===== src/hw/rtl/obp_pkg.sv =====
// Shared types, constants and helper functions for the obstacle box outline block.
// Used by every module under hw/rtl but obp_ram; has no dependencies of its own.
`default_nettype none

package obp_pkg;

  // Default heading resolution in bits
  localparam int ANGLE_BITS_DEF = 16;

  // pi/2 in Q30, the step of the sine table argument
  localparam logic [30:0] PI_HALF_Q30 = 31'd1686629713;

  // Number of Taylor correction terms after x
  localparam logic [2:0] TAYLOR_LAST = 3'd7;

  // Sine magnitude width (Q0.15, 0..32767)
  localparam int SINE_W = 15;

  // Speed threshold after reset: 0.2 m/s in 1/256 m/s
  localparam logic [15:0] SPEED_THR_RESET = 16'd51;

  // Last outline point of an obstacle
  localparam logic [2:0] POINT_LAST = 3'd7;

  // Sine table generator sequence
  typedef enum logic [3:0] {
    GEN_X,
    GEN_SQ,
    GEN_X2,
    GEN_MUL,
    GEN_RECIP,
    GEN_CORR,
    GEN_ACC,
    GEN_WRITE,
    GEN_DONE
  } obp_gen_state_t;

  // Sign of one offset component
  typedef enum logic [1:0] {
    OFF_NEG,
    OFF_ZERO,
    OFF_POS
  } obp_off_t;

  // One obstacle as it arrives
  typedef struct packed {
    logic signed [31:0] center_x;
    logic signed [31:0] center_y;
    logic [15:0]        heading_code;
    logic [15:0]        half_length;
    logic [15:0]        half_width;
    logic [15:0]        speed;
  } obp_item_t;

  // One obstacle after the rotation products
  typedef struct packed {
    logic signed [31:0] center_x;
    logic signed [31:0] center_y;
    logic signed [31:0] a_cos;
    logic signed [31:0] a_sin;
    logic signed [31:0] b_cos;
    logic signed [31:0] b_sin;
    logic               dynamic;
  } obp_prod_t;

  // Taylor divisor (2i)(2i+1) for term i
  function automatic logic [7:0] taylor_div(logic [2:0] i);
    case (i)
      3'd1:    return 8'd6;
      3'd2:    return 8'd20;
      3'd3:    return 8'd42;
      3'd4:    return 8'd72;
      3'd5:    return 8'd110;
      3'd6:    return 8'd156;
      3'd7:    return 8'd210;
      default: return 8'd6;
    endcase
  endfunction

  // floor(2^32 / divisor) for term i
  function automatic logic [29:0] taylor_recip(logic [2:0] i);
    case (i)
      3'd1:    return 30'd715827882;
      3'd2:    return 30'd214748364;
      3'd3:    return 30'd102261126;
      3'd4:    return 30'd59652323;
      3'd5:    return 30'd39045157;
      3'd6:    return 30'd27531841;
      3'd7:    return 30'd20452225;
      default: return 30'd715827882;
    endcase
  endfunction

  // Half-length sign per outline point
  function automatic obp_off_t off_a(logic [2:0] k);
    case (k)
      3'd0, 3'd1, 3'd2: return OFF_NEG;
      3'd4, 3'd5, 3'd6: return OFF_POS;
      default:          return OFF_ZERO;
    endcase
  endfunction

  // Half-width sign per outline point
  function automatic obp_off_t off_b(logic [2:0] k);
    case (k)
      3'd0, 3'd6, 3'd7: return OFF_NEG;
      3'd2, 3'd3, 3'd4: return OFF_POS;
      default:          return OFF_ZERO;
    endcase
  endfunction

  // Apply an offset sign to a product, one bit of headroom
  function automatic logic signed [32:0] off_apply(obp_off_t sel, logic signed [31:0] v);
    logic signed [32:0] ext;
    ext = {v[31], v};
    case (sel)
      OFF_NEG:  return -ext;
      OFF_POS:  return ext;
      default:  return 33'sd0;
    endcase
  endfunction

endpackage

`default_nettype wire


===== src/hw/rtl/obp_rotate.sv =====
// Front pipeline: angle decode, sine table reads and the four rotation products.
// Depends on obp_pkg; reads the table RAM instanced in the top level.
`default_nettype none

module obp_rotate #(
  parameter int ANGLE_BITS = obp_pkg::ANGLE_BITS_DEF
) (
  input  wire logic                          clk,
  input  wire logic                          rst,
  input  wire logic                          in_valid,
  input  wire obp_pkg::obp_item_t            in_item,
  output logic                               in_ready,
  input  wire logic [15:0]                   threshold,
  input  wire logic                          table_done,
  output logic                               rd_en,
  output logic [ANGLE_BITS-2:0]              rd_addr_sin,
  output logic [ANGLE_BITS-2:0]              rd_addr_cos,
  input  wire logic [obp_pkg::SINE_W-1:0]    rd_data_sin,
  input  wire logic [obp_pkg::SINE_W-1:0]    rd_data_cos,
  output logic                               out_valid,
  output obp_pkg::obp_prod_t                 out_prod,
  input  wire logic                          out_ready
);

  localparam int QW = ANGLE_BITS - 2;
  localparam int AW = ANGLE_BITS - 1;
  localparam logic [AW-1:0]         QUARTER   = {1'b1, {QW{1'b0}}};
  localparam logic [ANGLE_BITS-1:0] QUARTER_A = {2'b01, {QW{1'b0}}};

  // table address for an angle, folding odd quadrants
  function automatic logic [AW-1:0] table_addr(logic [ANGLE_BITS-1:0] ang);
    logic [AW-1:0] idx;
    idx = {1'b0, ang[QW-1:0]};
    return ang[QW] ? QUARTER - idx : idx;
  endfunction

  logic                  front_en;
  logic                  accept;
  logic [ANGLE_BITS-1:0] angle;
  logic [ANGLE_BITS-1:0] cos_angle;

  // stage 1
  logic                  v1;
  logic signed [31:0]    cx1, cy1;
  logic [15:0]           a1, b1;
  logic                  dyn1, sin_neg1, cos_neg1;

  // stage 2
  logic                  v2;
  logic signed [31:0]    cx2, cy2;
  logic [15:0]           a2, b2;
  logic                  dyn2, sin_neg2, cos_neg2;
  logic signed [16:0]    sin_s, cos_s, a_s, b_s;
  logic signed [33:0]    p_ac, p_as, p_bc, p_bs;

  // stage 3
  logic                  v3;

  // pipeline moves when the last stage is empty or handed on
  assign front_en = !v3 || out_ready;
  assign in_ready = front_en && table_done;
  assign accept   = in_valid && in_ready;
  assign rd_en    = front_en;

  assign angle     = in_item.heading_code[15 -: ANGLE_BITS];
  assign cos_angle = angle + QUARTER_A;

  // stage 1: decode and table addresses
  always_ff @(posedge clk) begin
    if (rst) begin
      v1 <= 1'b0;
    end else if (front_en) begin
      v1 <= accept;
    end
  end

  always_ff @(posedge clk) begin
    if (front_en) begin
      cx1         <= in_item.center_x;
      cy1         <= in_item.center_y;
      a1          <= in_item.half_length;
      b1          <= in_item.half_width;
      dyn1        <= (in_item.speed > threshold);
      sin_neg1    <= angle[ANGLE_BITS-1];
      cos_neg1    <= cos_angle[ANGLE_BITS-1];
      rd_addr_sin <= table_addr(angle);
      rd_addr_cos <= table_addr(cos_angle);
    end
  end

  // stage 2: table words arrive
  always_ff @(posedge clk) begin
    if (rst) begin
      v2 <= 1'b0;
    end else if (front_en) begin
      v2 <= v1;
    end
  end

  always_ff @(posedge clk) begin
    if (front_en) begin
      cx2      <= cx1;
      cy2      <= cy1;
      a2       <= a1;
      b2       <= b1;
      dyn2     <= dyn1;
      sin_neg2 <= sin_neg1;
      cos_neg2 <= cos_neg1;
    end
  end

  // signed trig values and products
  always_comb begin
    sin_s = sin_neg2 ? -signed'({2'b0, rd_data_sin}) : signed'({2'b0, rd_data_sin});
    cos_s = cos_neg2 ? -signed'({2'b0, rd_data_cos}) : signed'({2'b0, rd_data_cos});
    a_s   = signed'({1'b0, a2});
    b_s   = signed'({1'b0, b2});
    p_ac  = a_s * cos_s;
    p_as  = a_s * sin_s;
    p_bc  = b_s * cos_s;
    p_bs  = b_s * sin_s;
  end

  // stage 3: products registered
  always_ff @(posedge clk) begin
    if (rst) begin
      v3 <= 1'b0;
    end else if (front_en) begin
      v3 <= v2;
    end
  end

  always_ff @(posedge clk) begin
    if (front_en) begin
      out_prod.center_x <= cx2;
      out_prod.center_y <= cy2;
      out_prod.a_cos    <= p_ac[31:0];
      out_prod.a_sin    <= p_as[31:0];
      out_prod.b_cos    <= p_bc[31:0];
      out_prod.b_sin    <= p_bs[31:0];
      out_prod.dynamic  <= dyn2;
    end
  end

  assign out_valid = v3;

endmodule

`default_nettype wire


===== config.mk =====
export PLATFORM = sky130hd
export DESIGN_NAME = obp_rotate
export DESIGN_NICKNAME = d
export VERILOG_FILES = /design/src/hw/rtl/obp_pkg.sv /design/src/hw/rtl/obp_rotate.sv
export SDC_FILE = /design/constraint.sdc
export NUM_CORES = 2
export LEC_CHECK = 0
export ABC_AREA = 1
export CAP_MARGIN = 20
export CORE_MARGIN = 8
export CORE_UTILIZATION = 45
export DETAILED_ROUTE_END_ITERATION = 7
export DONT_BUFFER_PORTS = 1
export PLACE_DENSITY_LB_ADDON = 0.12
export SLEW_MARGIN = 20
export SYNTH_ARGS = -nofsm -noshare
export SYNTH_HDL_FRONTEND = slang
export SYNTH_SLANG_ARGS = --single-unit

===== constraint.sdc =====
create_clock -name clk -period 16 [get_ports clk]
set_clock_uncertainty 0.1 [all_clocks]
set_input_delay 2.4 -clock clk [delete_from_list [all_inputs] [get_ports clk]]
set_output_delay 2.4 -clock clk [all_outputs]
set_load 0.01 [all_outputs]

* Yosys cells after proc, flatten, opt, wreduce, memory -nomap -nowiden
Index checks and enable logic that the tools add are counted.
Cells by class: $add $sub $neg 5, multiply operators 4, $lt $le $gt $ge 1, mux-type cells 4, reductions and logical operators 4
Operator list (number):
- 17-bit by 17-bit multiplier with 32-bit output | 4
- 17-bit 2-to-1 mux | 2
- 15-bit negator with 17-bit output | 2
- 15-bit by 14-bit subtractor with 15-bit output, first input constant | 2
- 14-bit 2-to-1 mux | 2
- 16-bit by 15-bit adder with 16-bit output, second input constant | 1
- 16-bit > comparator | 1
- 1-bit logical AND | 2
- 1-bit zero test | 1
- 1-bit logical OR | 1
Storage, ports and cells: bits in registers 424, bits of input ports 179, output and inout port bits 226, logic and storage cells 46

* Logic depth before layout (Yosys ltp)
word-level depth 4, mapped depth 36, depth with buffers taken out 34

* Least setup slack after synthesis
Ideal clock, no wire load.
kind input to output, start point in out_ready, end point out rd_en, arrival time 10.662 ns, data required time 13.500 ns, setup slack 2.838 ns, stages 2, path buffers 0, path through nor2_1 inv_1
Between the ends: longest elaborated chain between the ends 1
Ends and longest elaborated chain:
- start, declared | RTL line obp_rotate.sv:22 | input wire logic out_ready
- 1-bit logical OR | RTL line obp_rotate.sv:60 | assign front_en = !v3 || out_ready;
- end, declared | RTL line obp_rotate.sv:15 | output logic rd_en,
Every way passes these cells.

* Final worst setup path
start point in rd_data_sin[1] in the netlist's numbering, end point reg out_prod[22] in the netlist's numbering, data pin
Between the ends: longest elaborated chain between the ends 3
Ends and longest elaborated chain:
- start, declared | RTL line obp_rotate.sv:18 | input wire logic [obp_pkg::SINE_W-1:0] rd_data_sin,
- 15-bit negator with 17-bit output | RTL line obp_rotate.sv:114 | sin_s = sin_neg2 ? -signed'({2'b0, rd_data_sin}) : signed'({2'b0, rd_data_sin});
- 17-bit 2-to-1 mux (*) | RTL line obp_rotate.sv:114
- 17-bit by 17-bit multiplier with 32-bit output (*) | RTL line obp_rotate.sv:121 | p_bs = b_s * sin_s;
- net p_bs[21] | RTL line obp_rotate.sv:54 | logic signed [33:0] p_ac, p_as, p_bc, p_bs;
- end, declared | RTL line obp_rotate.sv:21 | output obp_pkg::obp_prod_t out_prod,
The timed path passes the listed nets; every way through them passes the cells marked *. A chain may end at the register's enable or synchronous reset.

==> results.json <==
{
  "status": "finished clean",
  "synthDistinctLibCells": 45,
  "grt_usage_pct": 24.1,
  "grt_pass1_vias": 41000,
  "finalNetCount": 7342,
  "yosys_warnings": 0,
  "hold_viol": 0,
  "antenna_found_initial": 4,
  "dieArea_sq_um": 129000,
  "layoutNonFillerInstCount": 7403,
  "cp_data_required_time_ns": 16.34,
  "grt_pass1_wl_mm": 238,
  "grt_use_met2_pct": 40.4,
  "port_buffers": 0,
  "core_area_sq_um": 116000,
  "syn_nets": 7427,
  "tightest_slew_ns": 1.12,
  "numCtsBuffers": 50,
  "critPathMaxFanout": 20,
  "drive_gt1_share_pct": 3.13,
  "crit_path_top_delay_cell": "inv_1",
  "slowest_delay_ns": 0.89,
  "avgSynthCellArea_sq_um": 8.92,
  "dpl.hpwl_mm": 117,
  "grt.busiest_layer": "met2",
  "max_slew_margin_pct": 24.9,
  "grt_max_degree": 150,
  "seq_area_frac_synth_pct": 24.0,
  "gr-total-overflow": 0,
  "rrSetupSlack_ns": 8.28,
  "cts_resized": 0,
  "root_buffer": "clkbuf_16",
  "firstDrtPassIters": 5,
  "cts_tree": "yes",
  "endpoint_kind": "flip-flop",
  "synth.ff_latch_count": 423,
  "drv_cap": 0,
  "initial_core_util_pct": 45.4,
  "postRouteAntennaNets": 0,
  "fill_cells": 11400,
  "cts_setup_buffers": 0,
  "synth-main-ff-cell": "edfxtp_1",
  "ctsLongestPathBuffers": 3,
  "path_common_cell": "inv_1",
  "grt_setup_unrepaired": "false",
  "wl_per_cell_um": 20.7,
  "hp-class": "flip-flop to flip-flop",
  "synthCells": 5925,
  "io_pins": 405,
  "worstPathArrival_ns": 9.61,
  "maxSlewViolCount": 0,
  "die_w_um": 359,
  "first_iter_violations": 2543,
  "dr_total_vias": 38700,
  "area_delta_synth_final_pct": 5.93,
  "worstSkewPairLatency_ns": 0.65,
  "rows": 125,
  "ctsHoldBuffers": 0,
  "path_class": "input port to flip-flop",
  "path_clk_slew_ns": 0.06,
  "setup_viol": 0,
  "fin_setup_tns_ns": 0,
  "hold_ws_ns": 0.310,
  "period_share_pct": 58.0,
  "use_met1_pct": 30.5,
  "gp_congestion": 0.884,
  "start_kind": "input port",
  "drc_errors": 0,
  "die_h_um": 359,
  "dp_cells": 7312,
  "htree_num_levels": 2,
  "synth_enable_flop_cells": 420,
  "fmax_ghz": 0.108,
  "syn-cell-area_sq_um": 52900,
  "period_needed_ns": 9.27,
  "clock_sinks": 423,
  "route.detailed.vias_per_inst": 5.23,
  "async_flop_share_pct": 0,
  "wl_mm": 153,
  "grtUsageMet3_pct": 6.49
}
[cells by family after synthesis]
group / Yosys count / synth area share, %
flops: 423 / 24.0
fa+ha+maj: 1323 / 43.2
simple gates: 2239 / 17.2
buf+inv: 1631 / 12.0
compound gates: 227 / 2.28
xor+xnor: 82 / 1.36
[metal layers]
| metal | up-vias | part of all wire (%) |
|---|---|---|
| li1 | 17600 | - |
| met1 | 19500 | 40 |
| met2 | 1337 | 48 |
| met3 | 278 | 8.9 |
| met4 | 6 | 3.1 |
| met5 | - | 0.027 |
[path summary, 6_finish.rpt]
| path | from | endpoint | cells after the start |
|---|---|---|---|
| min | cx2[23]$_DFFE_PN_ | out_prod[184]$_DFFE_PN_ | 0 |
| max | rd_data_sin[1] | out_prod[22]$_DFFE_PN_ | 28 |
| max reg2reg | sin_neg2$_DFFE_PN_ | out_prod[92]$_DFFE_PN_ | 24 |
| min reg2reg | cx2[23]$_DFFE_PN_ | out_prod[184]$_DFFE_PN_ | 0 |
[cell type report]
class / count / area [sq um] / area share [%]
repair buffers: 61 / 470 / 0.840
clock inverters: 27 / 395 / 0.706
diodes: 3 / 7.51 / 0.0134
flip-flops and latches: 423 / 12700 / 22.6
clock buffers: 61 / 1290 / 2.31
well taps: 1524 / 1910 / 3.40
multi-input cells: 3871 / 33900 / 60.5
inverters: 1433 / 5390 / 9.62
[registers in the layout, summed over array words and instances (netlist names)]
register,cells
a1,16
a2,16
b1,16
b2,16
cos_neg1,1
cos_neg2,1
cx1,32
cx2,32
cy1,32
cy2,32
dyn1,1
dyn2,1
out_prod,193
out_valid,1
rd_addr_cos,14
rd_addr_sin,15
sin_neg1,1
sin_neg2,1
v1,1
v2,1
[placed cells by master, fill, tap and decap left out, types with 4 or more instances in the layout]
master / synthesis / layout
nand2_1: 1194 / 1194
edfxtp_1: 420 / 420
buf_4: 11 / 60
ha_1: 487 / 487
bufinv_16: 0 / 8
o21bai_1: 17 / 17
inv_2: 16 / 16
clkbuf_16: 0 / 50
nor3_1: 26 / 26
xor2_1: 71 / 71
fa_1: 836 / 836
a21o_1: 4 / 4
nand4_1: 48 / 48
clkbuf_1: 129 / 11
nand2_2: 8 / 8
nor2_4: 11 / 11
nor3b_1: 4 / 4
nor2_1: 678 / 678
inv_1: 1401 / 1400
o21ai_0: 79 / 79
clkinv_2: 0 / 6
o21a_1: 4 / 4
clkinv_1: 15 / 21
a21oi_1: 117 / 117
nand3_1: 233 / 233
nand3b_1: 14 / 14
xnor2_1: 11 / 11
[worst max-delay path, delay by kind of cell]
kind	cells	cell delay (ns)
xor+xnor	1	0.30
fa+ha+maj	8	3.64
buf+inv	7	1.29
simple gates	12	1.94
[metrics by stage]
stage	area (sq um)	util [%]	worst slack, ns
floorplan	52900	-	2.84
global placement	54300	46.7	6.16
detailed placement	54300	46.7	6.14
CTS	56000	48.1	6.84
global route	56000	48.1	6.29
finish	56000	48.1	6.73
[Yosys cell counts, types with 14 or more instances]
cell type | n | share of area (%)
o21bai_1 | 17 | 0.24
clkinv_1 | 15 | 0.11
nand4_1 | 48 | 0.57
edfxtp_1 | 420 | 24
nand2_1 | 1194 | 8.5
nor2_1 | 678 | 4.8
xor2_1 | 71 | 1.2
clkbuf_1 | 129 | 0.92
fa_1 | 836 | 32
inv_1 | 1401 | 9.9
nor3_1 | 26 | 0.25
o21ai_0 | 79 | 0.75
nand3b_1 | 14 | 0.20
nand3_1 | 233 | 2.2
buf_2 | 43 | 0.41
a21oi_1 | 117 | 1.1
inv_2 | 16 | 0.11
ha_1 | 487 | 12
Power is not shown: default switching activity piles up to over one toggle a cycle in this logic, so the estimate is an artifact.
