[src/hw/rtl/obp_pkg.sv]
// Shared types, constants and helper functions for the obstacle box outline block.
// Used by every module under hw/rtl but obp_ram; has no dependencies of its own.
`default_nettype none

package obp_pkg;

  // Default heading resolution in bits
  localparam int ANGLE_BITS_DEF = 16;

  // pi/2 in Q30, the step of the sine table argument
  localparam logic [30:0] PI_HALF_Q30 = 31'd1686629713;

  // Number of Taylor correction terms after x
  localparam logic [2:0] TAYLOR_LAST = 3'd7;

  // Sine magnitude width (Q0.15, 0..32767)
  localparam int SINE_W = 15;

  // Speed threshold after reset: 0.2 m/s in 1/256 m/s
  localparam logic [15:0] SPEED_THR_RESET = 16'd51;

  // Last outline point of an obstacle
  localparam logic [2:0] POINT_LAST = 3'd7;

  // Sine table generator sequence
  typedef enum logic [3:0] {
    GEN_X,
    GEN_SQ,
    GEN_X2,
    GEN_MUL,
    GEN_RECIP,
    GEN_CORR,
    GEN_ACC,
    GEN_WRITE,
    GEN_DONE
  } obp_gen_state_t;

  // Sign of one offset component
  typedef enum logic [1:0] {
    OFF_NEG,
    OFF_ZERO,
    OFF_POS
  } obp_off_t;

  // One obstacle as it arrives
  typedef struct packed {
    logic signed [31:0] center_x;
    logic signed [31:0] center_y;
    logic [15:0]        heading_code;
    logic [15:0]        half_length;
    logic [15:0]        half_width;
    logic [15:0]        speed;
  } obp_item_t;

  // One obstacle after the rotation products
  typedef struct packed {
    logic signed [31:0] center_x;
    logic signed [31:0] center_y;
    logic signed [31:0] a_cos;
    logic signed [31:0] a_sin;
    logic signed [31:0] b_cos;
    logic signed [31:0] b_sin;
    logic               dynamic;
  } obp_prod_t;

  // Taylor divisor (2i)(2i+1) for term i
  function automatic logic [7:0] taylor_div(logic [2:0] i);
    case (i)
      3'd1:    return 8'd6;
      3'd2:    return 8'd20;
      3'd3:    return 8'd42;
      3'd4:    return 8'd72;
      3'd5:    return 8'd110;
      3'd6:    return 8'd156;
      3'd7:    return 8'd210;
      default: return 8'd6;
    endcase
  endfunction

  // floor(2^32 / divisor) for term i
  function automatic logic [29:0] taylor_recip(logic [2:0] i);
    case (i)
      3'd1:    return 30'd715827882;
      3'd2:    return 30'd214748364;
      3'd3:    return 30'd102261126;
      3'd4:    return 30'd59652323;
      3'd5:    return 30'd39045157;
      3'd6:    return 30'd27531841;
      3'd7:    return 30'd20452225;
      default: return 30'd715827882;
    endcase
  endfunction

  // Half-length sign per outline point
  function automatic obp_off_t off_a(logic [2:0] k);
    case (k)
      3'd0, 3'd1, 3'd2: return OFF_NEG;
      3'd4, 3'd5, 3'd6: return OFF_POS;
      default:          return OFF_ZERO;
    endcase
  endfunction

  // Half-width sign per outline point
  function automatic obp_off_t off_b(logic [2:0] k);
    case (k)
      3'd0, 3'd6, 3'd7: return OFF_NEG;
      3'd2, 3'd3, 3'd4: return OFF_POS;
      default:          return OFF_ZERO;
    endcase
  endfunction

  // Apply an offset sign to a product, one bit of headroom
  function automatic logic signed [32:0] off_apply(obp_off_t sel, logic signed [31:0] v);
    logic signed [32:0] ext;
    ext = {v[31], v};
    case (sel)
      OFF_NEG:  return -ext;
      OFF_POS:  return ext;
      default:  return 33'sd0;
    endcase
  endfunction

endpackage

`default_nettype wire

[src/hw/rtl/obp_points.sv]
// Point serialiser and back pipeline: offset sum, rounding, centre add, saturation.
// Depends on obp_pkg.
`default_nettype none

module obp_points (
  input  wire logic               clk,
  input  wire logic               rst,
  input  wire logic               in_valid,
  input  wire obp_pkg::obp_prod_t in_prod,
  output logic                    in_ready,
  output logic                    out_valid,
  input  wire logic               out_ready,
  output logic [2:0]              out_index,
  output logic signed [31:0]      out_x,
  output logic signed [31:0]      out_y,
  output logic                    out_dynamic,
  output logic                    out_last
);

  logic                 en;
  logic                 hv;
  logic [2:0]           k;
  obp_pkg::obp_prod_t   hold;
  obp_pkg::obp_off_t    sa, sb;

  logic                 b1v;
  logic signed [32:0]   px, py;
  logic signed [31:0]   cx1, cy1;
  logic [2:0]           k1;
  logic                 dyn1;

  logic signed [32:0]   sum_x, sum_y;

  assign en       = !out_valid || out_ready;
  assign in_ready = en && (!hv || k == obp_pkg::POINT_LAST);

  // hold stage: one obstacle, stepped through its eight points
  always_ff @(posedge clk) begin
    if (rst) begin
      hv <= 1'b0;
      k  <= '0;
    end else if (en) begin
      if (!hv || k == obp_pkg::POINT_LAST) begin
        hv <= in_valid;
        k  <= '0;
      end else begin
        k <= k + 3'd1;
      end
    end
  end

  always_ff @(posedge clk) begin
    if (in_ready) begin
      hold <= in_prod;
    end
  end

  assign sa = obp_pkg::off_a(k);
  assign sb = obp_pkg::off_b(k);

  // stage B1: rotated offset plus half an LSB of Q15
  always_ff @(posedge clk) begin
    if (rst) begin
      b1v <= 1'b0;
    end else if (en) begin
      b1v <= hv;
    end
  end

  always_ff @(posedge clk) begin
    if (en) begin
      px   <= obp_pkg::off_apply(sa, hold.a_cos) - obp_pkg::off_apply(sb, hold.b_sin)
              + 33'sd16384;
      py   <= obp_pkg::off_apply(sa, hold.a_sin) + obp_pkg::off_apply(sb, hold.b_cos)
              + 33'sd16384;
      cx1  <= hold.center_x;
      cy1  <= hold.center_y;
      k1   <= k;
      dyn1 <= hold.dynamic;
    end
  end

  // floor shift and centre add, exact in 33 bits
  always_comb begin
    sum_x = {cx1[31], cx1} + {{15{px[32]}}, px[32:15]};
    sum_y = {cy1[31], cy1} + {{15{py[32]}}, py[32:15]};
  end

  // stage B2: saturate into the output register
  always_ff @(posedge clk) begin
    if (rst) begin
      out_valid <= 1'b0;
    end else if (en) begin
      out_valid <= b1v;
    end
  end

  always_ff @(posedge clk) begin
    if (en) begin
      if (sum_x[32] != sum_x[31]) begin
        out_x <= sum_x[32] ? {1'b1, 31'b0} : {1'b0, {31{1'b1}}};
      end else begin
        out_x <= sum_x[31:0];
      end
      if (sum_y[32] != sum_y[31]) begin
        out_y <= sum_y[32] ? {1'b1, 31'b0} : {1'b0, {31{1'b1}}};
      end else begin
        out_y <= sum_y[31:0];
      end
      out_index   <= k1;
      out_dynamic <= dyn1;
      out_last    <= (k1 == obp_pkg::POINT_LAST);
    end
  end

endmodule

`default_nettype wire

[config.mk]
export PLATFORM = sky130hd
export DESIGN_NAME = obp_points
export DESIGN_NICKNAME = d
export VERILOG_FILES = /design/src/hw/rtl/obp_pkg.sv /design/src/hw/rtl/obp_points.sv
export SDC_FILE = /design/constraint.sdc
export NUM_CORES = 1
export LEC_CHECK = 0
export ABC_CLOCK_PERIOD_IN_PS = 17500
export BUFFER_PORTS_ARGS = -buffer_cell sky130_fd_sc_hd__buf_4
export CORE_MARGIN = 2
export CORE_UTILIZATION = 55
export CTS_BUF_LIST = sky130_fd_sc_hd__clkbuf_8 sky130_fd_sc_hd__clkbuf_16
export DETAILED_ROUTE_END_ITERATION = 6
export PLACE_DENSITY_LB_ADDON = 0.08
export SYNTH_ARGS = -nofsm -noshare
export SYNTH_HDL_FRONTEND = slang
export SYNTH_SLANG_ARGS = --single-unit
[constraint.sdc]
create_clock -name clk -period 17.5 [get_ports clk]
set_input_delay 0.875 -clock clk [delete_from_list [all_inputs] [get_ports clk]]
set_output_delay 0.875 -clock clk [all_outputs]
set_load 0.02 [all_outputs]
# Word-level counts from Yosys, hierarchy flattened
# Index checks and enable logic that the tools add are counted.
[word_totals] ff_bits=402 in_bits=197 output_inout_bits=71 wordCells=73
[op_classes] add_sub_neg=11 eq_ne=12 mux=15 n_reduce_logical=13
[ops] cell="33-bit case mux with 2 select lines" n=4
[ops] cell="33-bit 2-to-1 mux" n=4
[ops] cell="32-bit negation with 33-bit output" n=4
[ops] cell="32-bit 2-to-1 mux" n=4
[ops] cell="32-bit by 18-bit adder with 33-bit output" n=2
[ops] cell="33-bit by 16-bit adder with 33-bit output, second input constant" n=2
[ops] cell="33-bit adder" n=1
[ops] cell="33-bit subtractor" n=1
[ops] cell="3-bit == test, second input constant" n=5
[ops] cell="3-bit OR reduction" n=4
[ops] cell="2-bit case mux with 2 select lines" n=2
[ops] cell="3-bit by 2-bit == test with 1-bit output, second input constant" n=2
[ops] cell="2-bit == test, second input constant" n=2
[ops] cell="2-bit logical NOT" n=2
[ops] cell="3-bit by 1-bit adder with 3-bit output, second input constant" n=1
[ops] cell="3-bit by 1-bit == test with 1-bit output, second input constant" n=1
[ops] cell="3-bit logical NOT" n=1
[ops] cell="3-bit 2-to-1 mux" n=1
[ops] cell="1-bit logical NOT" n=2
[ops] cell="1-bit logical OR" n=2
[ops] cell="1-bit inequality test" n=2
[ops] cell="2-bit AND reduction" n=1
[ops] cell="1-bit logical AND" n=1

# Logic depth before layout (Yosys ltp)
# Gate-level depths: netlist of the first run.
[logic_depth] depth_word=8 mapped_depth=22 depth_no_buf=21

# Worst setup path before layout of the first run
# No wires, ideal clock.
[synth_path] path_type="input -> register" startpoint="input out_ready" endpoint="register k[2]" setup_ps=312 t_arrival_ps=11801 required_time_ps=17188 setup_slack_ps=5386 stages=5 path_buffers=1 cell_sequence="nor2b_1 -> clkbuf_1 -> a21oi_1 -> or2_2 -> a211oi_1"
[synth_via] elab_chain_len=1
[synth_lines] item="start: declaration" line="obp_points.sv:12" source="input wire logic out_ready,"
[synth_lines] item="1-bit logical OR" line="obp_points.sv:34" source="assign en = !out_valid || out_ready;"
[synth_lines] item="end signal: assignment" line="obp_points.sv:47" source="k <= k + 3'd1;"
[synth_lines] item="end: declaration" line="obp_points.sv:22" source="logic [2:0] k;"
# No other way between the ends.
# A chain may end at the register's enable or synchronous reset.

# Worst setup path after layout of the first run
[layout_path] startpoint="register hold[66] (netlist bit)" endpoint="register py[26], data pin"
[layout_via] elab_chain_len=5
[layout_lines] item="start: declaration" line="obp_points.sv:23" source="obp_pkg::obp_prod_t hold;"
[layout_lines] item="start signal: assignment" line="obp_points.sv:54" source="hold <= in_prod;"
[layout_lines] item="32-bit negation with 33-bit output" line="obp_pkg.sv:117" source="OFF_NEG: return -ext;"
[layout_lines] item="33-bit case mux with 2 select lines *" line="obp_pkg.sv:116" source="case (sel)"
[layout_lines] item="33-bit 2-to-1 mux *" line="obp_points.sv:71" source="if (en) begin"
[layout_lines] item="33-bit adder *" line="obp_points.sv:74" source="py <= obp_pkg::off_apply(sa, hold.a_sin) + obp_pkg::off_apply(sb, hold.b_cos)"
[layout_lines] item="33-bit by 16-bit adder with 33-bit output *" line="obp_points.sv:75" source="+ 33'sd16384;"
[layout_lines] item="end signal: assignment" line="obp_points.sv:74"
[layout_lines] item="end: declaration" line="obp_points.sv:27" source="logic signed [32:0] px, py;"
# Mark *: on every way between the ends. The rest lies on a longest branch, timed or not. The select of a mux whose other input is x is not followed.

==> reports/metrics.yaml, run 1 <==
synth:
  synth_top_area_cell: "edfxtp_1"
  synth_nets: 2231
  synthTopCellsByArea: "edfxtp_1 52%, ha_1 12%, xnor2_1 4.4%, xor2_1 3.9%, a21oi_1 3.2%"
  syn-mean-instance-area_um2: 11.5
  synth_xor_area_share_pct: 8.42
  synthMuxAreaShare_pct: 0.0475
  synth_seq_cells: 372
  synth_top_area_share_pct: 52.1
  ys_async_sr_fraction_pct: 0
  synthCells: 1834
  synth-adder-area-share_pct: 12.4
  synth_edf_count: 366
  seq_area_frac_synth_pct: 52.7
  synth-compound-area-share_pct: 13.4
  yosys_most_used_dff: "edfxtp_1"
  synthDistinctLibCells: 75
  synth_top_family_by_area: "compound AO/OA/AOI/OAI gates"
  synth_area_mm2: 0.0211
  yosysWarnings: 0
  yosys.area_share.simple_pct: 11.1
final_layout:
  fillCellCount: 2861
  multi_input_area_mm2: 0.00960
  fin_nets: 2505
  register_area_mm2: 0.0111
  drive_gt1_share_pct: 17.8
  final_cells: 2651
  area_growth_pct: 18.7
  antenna_cells: 0
min_path:
  hold_depth: 0
  hold_path_class: "flop to flop"
sta:
  fin_setup_tns_ns: 0
  fin_crit_sh_pct: 31.6
  maxSlewHeadroom_pct: 30.8
  hold_violations: 0
  skew_ns: 0.0240
  final.min_clock_period_ns: 5.53
  fmax_ghz: 0.181
  rsz0062_at_grt: "false"
  worst_pin_slew_ns: 1.04
  setup_viol: 0
  slew_violations: 0
clock_tree:
  postCtsSetupBuffers: 0
  worstSkewPairLatency_ns: 0.57
  htree_levels: 2
  clkTransAtPathRegs_ns: 0.06
  clock_path_buffers: 3
  cts-buffers-inserted: 40
  cts.hold.buffers_added: 0
  cts_resized: 0
  clock_sinks: 372
  cts_tree: "done"
  root_buffer: "clkbuf_16"
route:
  routed_via_density: 5.65
  drc_errors: 0
  drt-total-wl_um: 47000
  drt_iter0_drc: 859
  drtPass1Iterations: 6
  ant_nets: 0
  wl_per_cell_um: 17.7
  vias: 15000
die:
  die_w_um: 200
  dieArea_mm2: 0.0399
  die_h_um: 200
  core_area_mm2: 0.0378
  initial_core_util_pct: 55.9
  placementRows: 71
  pin_count: 268
place:
  gp_congestion: 0.908
  place_inst: 2577
  port_buffers: 267
  dp_hpwl_um: 35400
worst_setup_path:
  slowest_stage: "a2111oi_0"
  cp_num_buf_inv: 1
  crit_type: "flop to flop"
  cpPeakStageDelay_ns: 0.78
  cp-start-kind: "flop"
  path_depth: 19
  crit_chain: "inv_1 > ha_1 > or3b_2 > or4_4 > nor3_4 > a21oi_1 > xnor2_1 > nor2_1 > ha_1 > ha_1 > a21o_1 > a31oi_1 > a21oi_1 > a2111oi_0 > a21boi_0 > o21ai_0 > nand2b_1 > a211oi_1 > nor2_1"
  critical_path_arrival_ns: 5.84
  crit_top_cell: "ha_1"
  required_ns: 17.81
  crit_fanout: 6
  rr_worst_depth: 19
  cp-end-kind: "flop"
  critical-path-top-delay-family: "compound AO/OA/AOI/OAI gates"
power:
  power.leakage_nw: 10.5
  p_per_area_mw_per_mm2: 151
  vdd_ir_drop_max_mv: 0.0906
global_routing:
  grt_usage_pct: 23.7
  antenna_found_initial: 0
  grt_remaining_overflow: 0
  grt_max_degree: 79
  grt_pass1_wl_um: 73700
  grt_pass1_vias: 14500
status:
  outcome: "complete, no violations"
flow_run:
  maxCapViolCount: 0
-- cells by family (layout without fill, tap and decap cells) --
| logic type | count (synthesis) | in the layout |
|---|---|---|
| AOI/OAI and AO/OA | 448 | 448 |
| xor gates and xnor gates | 201 | 201 |
| adders and majority gates | 210 | 210 |
| buffers and inverters | 108 | 414 |
| DFF | 372 | 372 |
| muxes | 1 | 1 |
| and+or+nand+nor | 494 | 494 |
-- flip-flops by register name (all words and copies together), names as in the netlist, 3 cells and up --
signal,flops
cy1,32
out_x,32
py,18
k1,3
out_index,3
hold,193
px,18
k,3
out_y,32
cx1,32
-- where the power goes --
part / internal (W) / switching [W] / total [W]
registers: 0.00126 / 0.0000979 / 0.00136
logic: 0.000651 / 0.000907 / 0.00156
clock network: 0.000518 / 0.000350 / 0.000868
-- stage by stage --
step / hold WS (ns) / total power (W) / util, % / cell area, µm² / worst slack [ns]
after global routing: 0.424 / 0.00404 / 66.3 / 25000 / 11.47
final: 0.414 / 0.00378 / 66.3 / 25000 / 11.97
after floorplan: 0.400 / 0.00248 / - / 21100 / 5.39
after CTS: 0.415 / 0.00380 / 66.3 / 25000 / 12.13
after global placement: 0.401 / 0.00288 / 62.7 / 23700 / 12.22
after detailed placement: 0.405 / 0.00291 / 62.7 / 23700 / 12.13
-- cell usage in the layout, fill, tap and decap left out, drive strengths merged, types with 8 or more instances in the layout --
cell type	instances
buf	279
nor2b	12
nor4	8
nand3	18
or4	10
o31ai	32
o41ai	11
edfxtp	366
clkbuf	41
a21oi	135
nand2	130
maj3	10
o211ai	14
inv	71
o21a	18
ha	198
nor2	180
nand4	16
nor3	41
a21o	39
a31oi	8
clkinv	14
a211oi	21
nand2b	22
xnor2	108
o21ai	119
or3	21
xor2	93
-- area by class of cell --
class | instances | share of cell area, %
Clock inverter | 33 | 1.33
Clock buffer | 41 | 4.10
Inverter | 61 | 0.935
Sequential cell | 372 | 44.4
Timing Repair Buffer | 279 | 8.37
Tap cell | 511 | 2.55
Multi-Input combinational cell | 1354 | 38.3
-- worst paths after layout --
path | slack (ns) | end | start
setup / recovery | 11.97 | py[26]$_DFFE_PN_ | hold[66]$_DFFE_PP_
hold / removal | 0.41 | cy1[4]$_DFFE_PN_ | hold[133]$_DFFE_PP_
setup reg to reg | 11.97 | py[26]$_DFFE_PN_ | hold[66]$_DFFE_PP_
hold reg to reg | 0.41 | cy1[4]$_DFFE_PN_ | hold[133]$_DFFE_PP_
-- metal layers --
layer  part of all wire, %  global-route usage [%]
met1                    45                    33.2
met2                    46                    38.3
met3                   6.3                    3.28
met4                   2.4                    7.71
met5                     0                       0
-- worst register-to-register path, delay by kind of cell, from the launching register on --
| kind | cells | cell delay, ns |
|---|---|---|
| adders and majority gates | 3 | 0.93 |
| AOI/OAI and AO/OA | 8 | 2.26 |
| and+or+nand+nor | 6 | 1.39 |
| buffers and inverters | 1 | 0.11 |
| DFF | 1 | 0.46 |
| xor gates and xnor gates | 1 | 0.15 |
-- Yosys cell counts, types with 21 or more instances --
| library cell | instances |
|---|---|
| a211oi_1 | 21 |
| a21o_1 | 39 |
| a21oi_1 | 135 |
| clkbuf_1 | 43 |
| edfxtp_1 | 366 |
| ha_1 | 198 |
| inv_1 | 61 |
| nand2_1 | 128 |
| nand2b_1 | 22 |
| nor2_1 | 179 |
| nor3_1 | 40 |
| o21ai_0 | 117 |
| o31ai_1 | 32 |
| xnor2_1 | 106 |
| xor2_1 | 93 |
Note: power is estimated with default switching activity, not from simulation.
==> run 2: changes to the inputs <==
--- a/config.mk
+++ b/config.mk
@@ -5,7 +5,8 @@
 export SDC_FILE = /design/constraint.sdc
 export NUM_CORES = 1
 export LEC_CHECK = 0
-export ABC_CLOCK_PERIOD_IN_PS = 17500
+export ABC_AREA = 1
+export ABC_CLOCK_PERIOD_IN_PS = 5480
 export BUFFER_PORTS_ARGS = -buffer_cell sky130_fd_sc_hd__buf_4
 export CORE_MARGIN = 2
 export CORE_UTILIZATION = 55
==> constraint.sdc (replaced) <==
create_clock -name clk -period 5.48 [get_ports clk]
set_input_delay 0.274 -clock clk [delete_from_list [all_inputs] [get_ports clk]]
set_output_delay 0.274 -clock clk [all_outputs]
set_load 0.02 [all_outputs]
==> reports/metrics.yaml, run 2 <==
worst_setup_path:
  required_ns: 5.81  # was 17.81 ns
  cpPeakStageDelay_ns: 0.47  # was 0.78 ns
  crit_type: "flop to flop"  # unchanged
  slowest_stage: "dfxtp_1"  # was a2111oi_0
  startpoint: "k[0]$_SDFFE_PP0N_"  # was hold[66]$_DFFE_PP_
  cp-start-kind: "flop"  # unchanged
  cp-end-kind: "flop"  # unchanged
  critPathCapture: "py[29]$_DFFE_PN_"  # was py[26]$_DFFE_PN_
  r2r-start: "k[0]$_SDFFE_PP0N_"  # was hold[66]$_DFFE_PP_
  crit_fanout: 52  # was 6
  rr_endpoint: "py[29]$_DFFE_PN_"  # was py[26]$_DFFE_PN_
  rr_worst_depth: 21  # was 19
  r2r_setup_slack_ns: 1.18  # was 11.97 ns
  critical_path_arrival_ns: 4.63  # was 5.84 ns
  crit_chain: "inv_1 > ha_1 > inv_1 > nor2_1 > nor2_1 > nand2_1 > inv_1 > buf_4 > o21ai_0 > o21ai_0 > a21oi_1 > ha_1 > ha_1 > a21oi_1 > nor2_1 > nor2_1 > a21boi_0 > o21a_1 > nand2_1 > nand2_1 > nand2_1"  # was inv_1 > ha_1 > or3b_2 > or4_4 > nor3_4 > a21oi_1 > xnor2_1 > nor2_1 > ha_1 > ha_1 > a21o_1 > a31oi_1 > a21oi_1 > a2111oi_0 > a21boi_0 > o21ai_0 > nand2b_1 > a211oi_1 > nor2_1
synth:
  synth_common_cells: "799 x nand2_1, 366 x edfxtp_1, 355 x nor2_1, 327 x inv_1, 257 x a21oi_1"  # was 366 x edfxtp_1, 198 x ha_1, 179 x nor2_1, 135 x a21oi_1, 128 x nand2_1
  synthTopCellsByArea: "edfxtp_1 45%, nand2_1 12%, ha_1 10%, nor2_1 5.5%, a21oi_1 5.3%"  # was edfxtp_1 52%, ha_1 12%, xnor2_1 4.4%, xor2_1 3.9%, a21oi_1 3.2%
  synthDistinctLibCells: 47  # was 75
  post-synth-top-count-cell: "nand2_1"  # was edfxtp_1
  synthCells: 2976  # was 1834
  yosysWarnings: 0  # unchanged
  synth_edf_count: 366  # unchanged
  synth_top_area_share_pct: 45.1  # was 52.1%
  yosys_most_used_dff: "edfxtp_1"  # unchanged
  synth_nets: 3373  # was 2231
  syn-mean-instance-area_um2: 8.20  # was 11.5 µm²
  ys_async_sr_fraction_pct: 0  # unchanged
  synth_seq_cells: 372  # unchanged
  seq_area_frac_synth_pct: 45.6  # was 52.7%
  synth_top_area_cell: "edfxtp_1"  # unchanged
  synth_area_mm2: 0.0244  # was 0.0211 mm²
route:
  drt-total-wl_um: 72800  # was 47000 µm
  wl_per_cell_um: 17.8  # was 17.7 µm
  routed_via_density: 5.52  # was 5.65
  vias: 22500  # was 15.0k
  drtPass1Iterations: 7  # was 6
  drt_iter0_drc: 2195  # was 859
  drc_errors: 0  # unchanged
  ant_nets: 0  # unchanged
clock_tree:
  root_buffer: "clkbuf_16"  # unchanged
  clock_path_buffers: 3  # unchanged
  postCtsSetupBuffers: 0  # unchanged
  clkTransAtPathRegs_ns: 0.06  # about the same
  worstSkewPairLatency_ns: 0.59  # was 0.57 ns
  cts_resized: 0  # unchanged
  cts_tree: "done"  # unchanged
  clock_sinks: 372  # unchanged
  cts.hold.buffers_added: 196  # was 0
  cts-buffers-inserted: 40  # unchanged
  htree_levels: 2  # unchanged
power:
  pwr-share-comb_pct: 47.5  # was 41.2%
  swShare_pct: 41.8  # was 35.8%
  p_int_w: 0.00783  # was 0.00243 W
  p_sw_w: 0.00562  # was 0.00136 W
  total_power_w: 0.0134  # was 0.00378 W
  power.leakage_nw: 14.1  # was 10.5 nW
  p_seq_share_pct: 32.4  # was 35.9%
  vdd_ir_drop_max_mv: 0.341  # was 0.0906 mV
  p_per_area_mw_per_mm2: 443  # was 151 mW/mm²
  clkPwrFrac_pct: 20.1  # was 22.9%
sta:
  fin_crit_sh_pct: 78.5  # was 31.6%
  worst_pin_slew_ns: 1.17  # was 1.04 ns
  slew_violations: 0  # unchanged
  hold_violations: 0  # unchanged
  maxSlewHeadroom_pct: 21.5  # was 30.8%
  final.min_clock_period_ns: 4.30  # was 5.53 ns
  setup_viol: 0  # unchanged
  rsz0062_at_grt: "false"  # unchanged
  skew_ns: 0.0264  # was 0.0240 ns
  whs_ns: 0.402  # was 0.414 ns
  setup_slack_ns: 1.18  # was 11.97 ns
  fmax_ghz: 0.232  # was 0.181 GHz
place:
  gp_congestion: 0.978  # was 0.908
  post-place-ws_ns: 1.34  # was 12.13 ns
  place_inst: 3809  # was 2577
  dp_hpwl_um: 53100  # was 35400 µm
  port_buffers: 267  # unchanged
die:
  initial_core_util_pct: 55.4  # was 55.9%
  dieArea_mm2: 0.0460  # was 0.0399 mm²
  die_w_um: 215  # was 200 µm
  pin_count: 268  # unchanged
  core_area_mm2: 0.0440  # was 0.0378 mm²
  die_h_um: 215  # was 200 µm
  placementRows: 77  # was 71
global_routing:
  grt_pass1_vias: 21600  # was 14.5k
  grt_remaining_overflow: 0  # unchanged
  antenna_found_initial: 3  # was 0
  grt_pass1_wl_um: 114000  # was 73700 µm
  grt_max_degree: 177  # was 79
  grt_usage_pct: 31.2  # was 23.7%
final_layout:
  fillCellCount: 3379  # was 2861
  drive_gt1_share_pct: 11.2  # was 17.8%
  area_growth_pct: 24.4  # was 18.7%
  final_common_cell: "nand2_1"  # was edfxtp_1
  top_register: "hold"  # unchanged
  largest_reg_flops: 193  # unchanged
  final_util_pct: 68.9  # was 66.3%
  final_cells: 4080  # was 2651
  layout_common_cells: "799 x nand2_1, 366 x edfxtp_1, 354 x nor2_1"  # was 366 x edfxtp_1, 279 x buf_4, 197 x ha_1
  fin_nets: 3853  # was 2505
flow_run:
  maxCapViolCount: 0  # unchanged
status:
  outcome: "complete, no violations"  # unchanged
min_path:
  hold_path_class: "input port to flop"  # was flop to flop
  hold_depth: 2  # was 0
-- run 2: cell types whose count changed in the layout (fill, tap and decap cells not counted), moves of 18 or more --
cell / before / now
nand3_1: 18 / 150
nand2b_1: 22 / 0
xor2_1: 93 / 39
o31ai_1: 32 / 5
o21ai_0: 117 / 166
inv_1: 67 / 328
xnor2_1: 106 / 15
dlygate4sd3_1: 0 / 196
or3_1: 18 / 0
nor3_1: 40 / 59
nor2_1: 178 / 354
a21oi_1: 134 / 257
nand2_1: 128 / 799
-- run 2: final cells by class --
class / instances / area, µm² / area share, %
inverter: 339 / 1280 / 4.22
clock buffer: 41 / 1010 / 3.35
tap: 592 / 741 / 2.44
antenna: 1 / 2.50 / 0.00825
clock inverter: 32 / 287 / 0.945
timing repair buffer: 477 / 4090 / 13.5
sequential: 372 / 11100 / 36.6
multi-input combinational: 2226 / 11800 / 38.9
-- run 2: how the worst min path moves through the flow --
stage,startpoint,endpoint,slack [ns]
finish,in_prod[127],hold[127]$_DFFE_PP_,0.40
global route,in_prod[177],hold[177]$_DFFE_PP_,0.40
CTS,in_prod[142],hold[142]$_DFFE_PP_,0.38
detailed placement,hold[188]$_DFFE_PP_,cx1[27]$_DFFE_PN_,0.40
global placement,hold[165]$_DFFE_PP_,cx1[4]$_DFFE_PN_,0.40
floorplan,rst,out_valid$_SDFFE_PP0N_,0.33
-- run 2: logic make-up after synthesis --
kind of cell	Yosys count	share of synthesized area, %
simple gates	1458	24.7
compound gates	514	11.4
buf+inv	378	6.08
flops	372	45.6
fa+ha+maj	200	10.3
xor+xnor	54	1.94
-- run 2: worst max-delay path, delay by kind of cell, from the launching register on --
family,cells,cell delay (ns)
simple gates,8,0.52
flops,1,0.47
buf+inv,4,0.69
compound gates,6,1.34
fa+ha+maj,3,0.95
-- run 2: per-stage QoR --
stage / area [µm²] / setup TNS (ns)
after floorplan: 24400 / -289.94
final: 30300 / 0
after global routing: 30300 / 0
after global placement: 27100 / 0
after detailed placement: 27100 / 0
after CTS: 30300 / 0
-- run 2: metal layers --
layer  global-route usage [%]  wire length (µm)
met1                     44.0             32200
met4                     7.62              1570
met2                     51.3             33500
met5                        0                27
met3                     4.18              5420
-- run 2: power groups by stage --
stage,logic (W),registers [W],clock network [W]
finish,0.00639,0.00435,0.00271
detailed placement,0.00613,0.00440,0
CTS,0.00629,0.00435,0.00272
global placement,0.00605,0.00439,0
floorplan,0.00411,0.00460,0
global route,0.00712,0.00440,0.00286
==> run 3: changes to the inputs <==
--- a/config.mk
+++ b/config.mk
@@ -6,7 +6,7 @@
 export NUM_CORES = 1
 export LEC_CHECK = 0
 export ABC_AREA = 1
-export ABC_CLOCK_PERIOD_IN_PS = 5480
+export ABC_CLOCK_PERIOD_IN_PS = 4200
 export BUFFER_PORTS_ARGS = -buffer_cell sky130_fd_sc_hd__buf_4
 export CORE_MARGIN = 2
 export CORE_UTILIZATION = 55
==> constraint.sdc (replaced) <==
create_clock -name clk -period 4.2 [get_ports clk]
set_input_delay 0.21 -clock clk [delete_from_list [all_inputs] [get_ports clk]]
set_output_delay 0.21 -clock clk [all_outputs]
set_load 0.02 [all_outputs]
==> reports/metrics.yaml, run 3 (same netlist as run 2, synthesis figures left out) <==
status:
  outcome: "complete, no violations"  # unchanged
clock_tree:
  clock_sinks: 372  # unchanged
  worstSkewPairLatency_ns: 0.59  # about the same
  cts_tree: "done"  # unchanged
  cts-buffers-inserted: 40  # unchanged
  clock_path_buffers: 3  # unchanged
  root_buffer: "clkbuf_16"  # unchanged
  htree_levels: 2  # unchanged
  clkTransAtPathRegs_ns: 0.07  # was 0.06 ns
final_layout:
  largest_reg_flops: 193  # unchanged
  multi_input_area_mm2: 0.0119  # was 0.0118 mm²
  register_area_mm2: 0.0111  # about the same
  top_register: "hold"  # unchanged
  drive_gt1_share_pct: 12.3  # was 11.2%
  fin_nets: 3872  # was 3853
  fillCellCount: 3307  # was 3379
  area_growth_pct: 25.4  # was 24.4%
  layout_common_cells: "799 x nand2_1, 366 x edfxtp_1, 351 x nor2_1"  # was 799 x nand2_1, 366 x edfxtp_1, 354 x nor2_1
  final_common_cell: "nand2_1"  # unchanged
worst_setup_path:
  crit_fanout: 25  # was 52
  critical_path_arrival_ns: 4.45  # was 4.63 ns
  required_ns: 4.52  # was 5.81 ns
  r2r_setup_slack_ns: 0.07  # was 1.18 ns
  cp-start-kind: "flop"  # unchanged
  cp-end-kind: "flop"  # unchanged
  rr_worst_depth: 22  # was 21
  crit_type: "flop to flop"  # unchanged
sta:
  setup_slack_ns: 0.0664  # was 1.18 ns
  hold_violations: 0  # unchanged
  fin_crit_sh_pct: 98.4  # was 78.5%
  slew_violations: 0  # unchanged
  whs_ns: 0.337  # was 0.402 ns
  worst_pin_slew_ns: 1.02  # was 1.17 ns
  final.min_clock_period_ns: 4.13  # was 4.30 ns
  fmax_ghz: 0.242  # was 0.232 GHz
  maxSlewHeadroom_pct: 31.5  # was 21.5%
  setup_viol: 0  # unchanged
  skew_ns: 0.0222  # was 0.0264 ns
power:
  p_seq_share_pct: 32.5  # was 32.4%
  p_int_w: 0.0101  # was 0.00783 W
  p_sw_w: 0.00731  # was 0.00562 W
  p_per_area_mw_per_mm2: 570  # was 443 mW/mm²
  swShare_pct: 41.9  # was 41.8%
  pwr-share-comb_pct: 48.0  # was 47.5%
  vdd_ir_drop_max_mv: 0.483  # was 0.341 mV
  clkPwrFrac_pct: 19.5  # was 20.1%
  power.leakage_nw: 14.3  # was 14.1 nW
place:
  gp_congestion: 0.986  # was 0.978
  port_buffers: 267  # unchanged
  post-place-ws_ns: 0.114  # was 1.34 ns
  dp_hpwl_um: 53300  # was 53100 µm
global_routing:
  grtUsageMet2_pct: 52.9  # was 51.3%
  grt_pass1_vias: 21900  # was 21.6k
  top_usage_layer: "met2"  # unchanged
  grt_max_degree: 175  # was 177
  use_met3_pct: 4.71  # was 4.18%
  grt_remaining_overflow: 0  # unchanged
  grt_usage_pct: 31.7  # was 31.2%
  grt_pass1_wl_um: 117000  # was 114000 µm
  grt_use_met1_pct: 43.4  # was 44.0%
  antenna_found_initial: 1  # was 3
die:
  initial_core_util_pct: 55.4  # unchanged
  dieArea_mm2: 0.0460  # unchanged
  die_h_um: 215  # unchanged
  pin_count: 268  # unchanged
  placementRows: 77  # unchanged
  core_area_mm2: 0.0440  # unchanged
  die_w_um: 215  # unchanged
route:
  drt-total-wl_um: 74400  # was 72800 µm
  vias: 22800  # was 22.5k
  drc_errors: 0  # unchanged
  ant_nets: 0  # unchanged
  drt_iter0_drc: 2279  # was 2195
  routed_via_density: 5.57  # was 5.52
  drtPass1Iterations: 6  # was 7
  wl_per_cell_um: 18.1  # was 17.8 µm
min_path:
  hold_path_class: "input port to flop"  # unchanged
  hold_depth: 2  # unchanged
flow_run:
  maxCapViolCount: 0  # unchanged
==> run 3: timing repair <==
item                                   4_1_cts  5_1_grt
endpoints found under the hold margin      199        0
setup buffers                                0        2
hold buffers                               196        0
resized for setup                            0       27
setup endpoints to repair                    0       30
==> run 3: path summary, 6_finish.rpt <==
check                                         start                  to
worst max-delay path              k[0]$_SDFFE_PP0N_    px[27]$_DFFE_PN_
worst min-delay path                    in_prod[41]  hold[41]$_DFFE_PP_
worst max register to register    k[0]$_SDFFE_PP0N_    px[27]$_DFFE_PN_
worst min register to register  hold[164]$_DFFE_PP_    cx1[3]$_DFFE_PN_
==> run 3: final cells by class <==
| type | instances | share of cell area, % |
|---|---|---|
| Antenna cell | 2 | 0.0164 |
| Clock buffer | 41 | 3.36 |
| Clock inverter | 32 | 0.753 |
| Inverter | 339 | 4.21 |
| Multi-Input combinational cell | 2226 | 38.8 |
| Sequential cell | 372 | 36.4 |
| Tap cell | 592 | 2.42 |
| Timing Repair Buffer | 496 | 14.1 |
==> run 3: metal layers <==
layer	routed length, µm	part of all wire (%)
met2	34600	46
met3	5560	7.5
met4	2050	2.8
met1	32200	43
met5	0	0
==> run 3: power by group through the flow <==
| stage | Combinational [W] | Sequential, W | Clock [W] |
|---|---|---|---|
| finish | 0.00837 | 0.00567 | 0.00340 |
| CTS | 0.00821 | 0.00567 | 0.00343 |
| global placement | 0.00791 | 0.00572 | 0 |
| detailed placement | 0.00800 | 0.00573 | 0 |
| global route | 0.00934 | 0.00574 | 0.00360 |
| floorplan | 0.00537 | 0.00600 | 0 |
==> run 3: critical path: stages, from the launching register on <==
cell	delay, ns
dfxtp_2	0.42
inv_1	0.11
ha_1	0.24
inv_1	0.08
nor2_2	0.05
nor2_1	0.17
nand2_1	0.16
clkinvlp_4	0.15
buf_4	0.16
clkbuf_16	0.21
a21oi_1	0.08
nor2_1	0.09
nand2_1	0.09
ha_1	0.31
ha_1	0.39
a21oi_1	0.21
o21ai_0	0.16
a21oi_1	0.17
nand3_1	0.17
a21oi_1	0.27
inv_1	0.08
nand2_1	0.06
nand2_1	0.05
==> run 3: per-stage QoR <==
stage / std cells / total power, W / setup TNS [ns] / utilization, % / area, µm²
finish: 4100 / 0.0174 / 0 / 69.4 / 30600
global route: 4098 / 0.0187 / -1.51 / 69.4 / 30600
CTS: 4095 / 0.0173 / 0 / 69.2 / 30500
detailed placement: 3826 / 0.0137 / 0 / 61.9 / 27200
global placement: 3826 / 0.0136 / 0 / 61.9 / 27200
floorplan: 2976 / 0.0114 / -538.19 / - / 24400
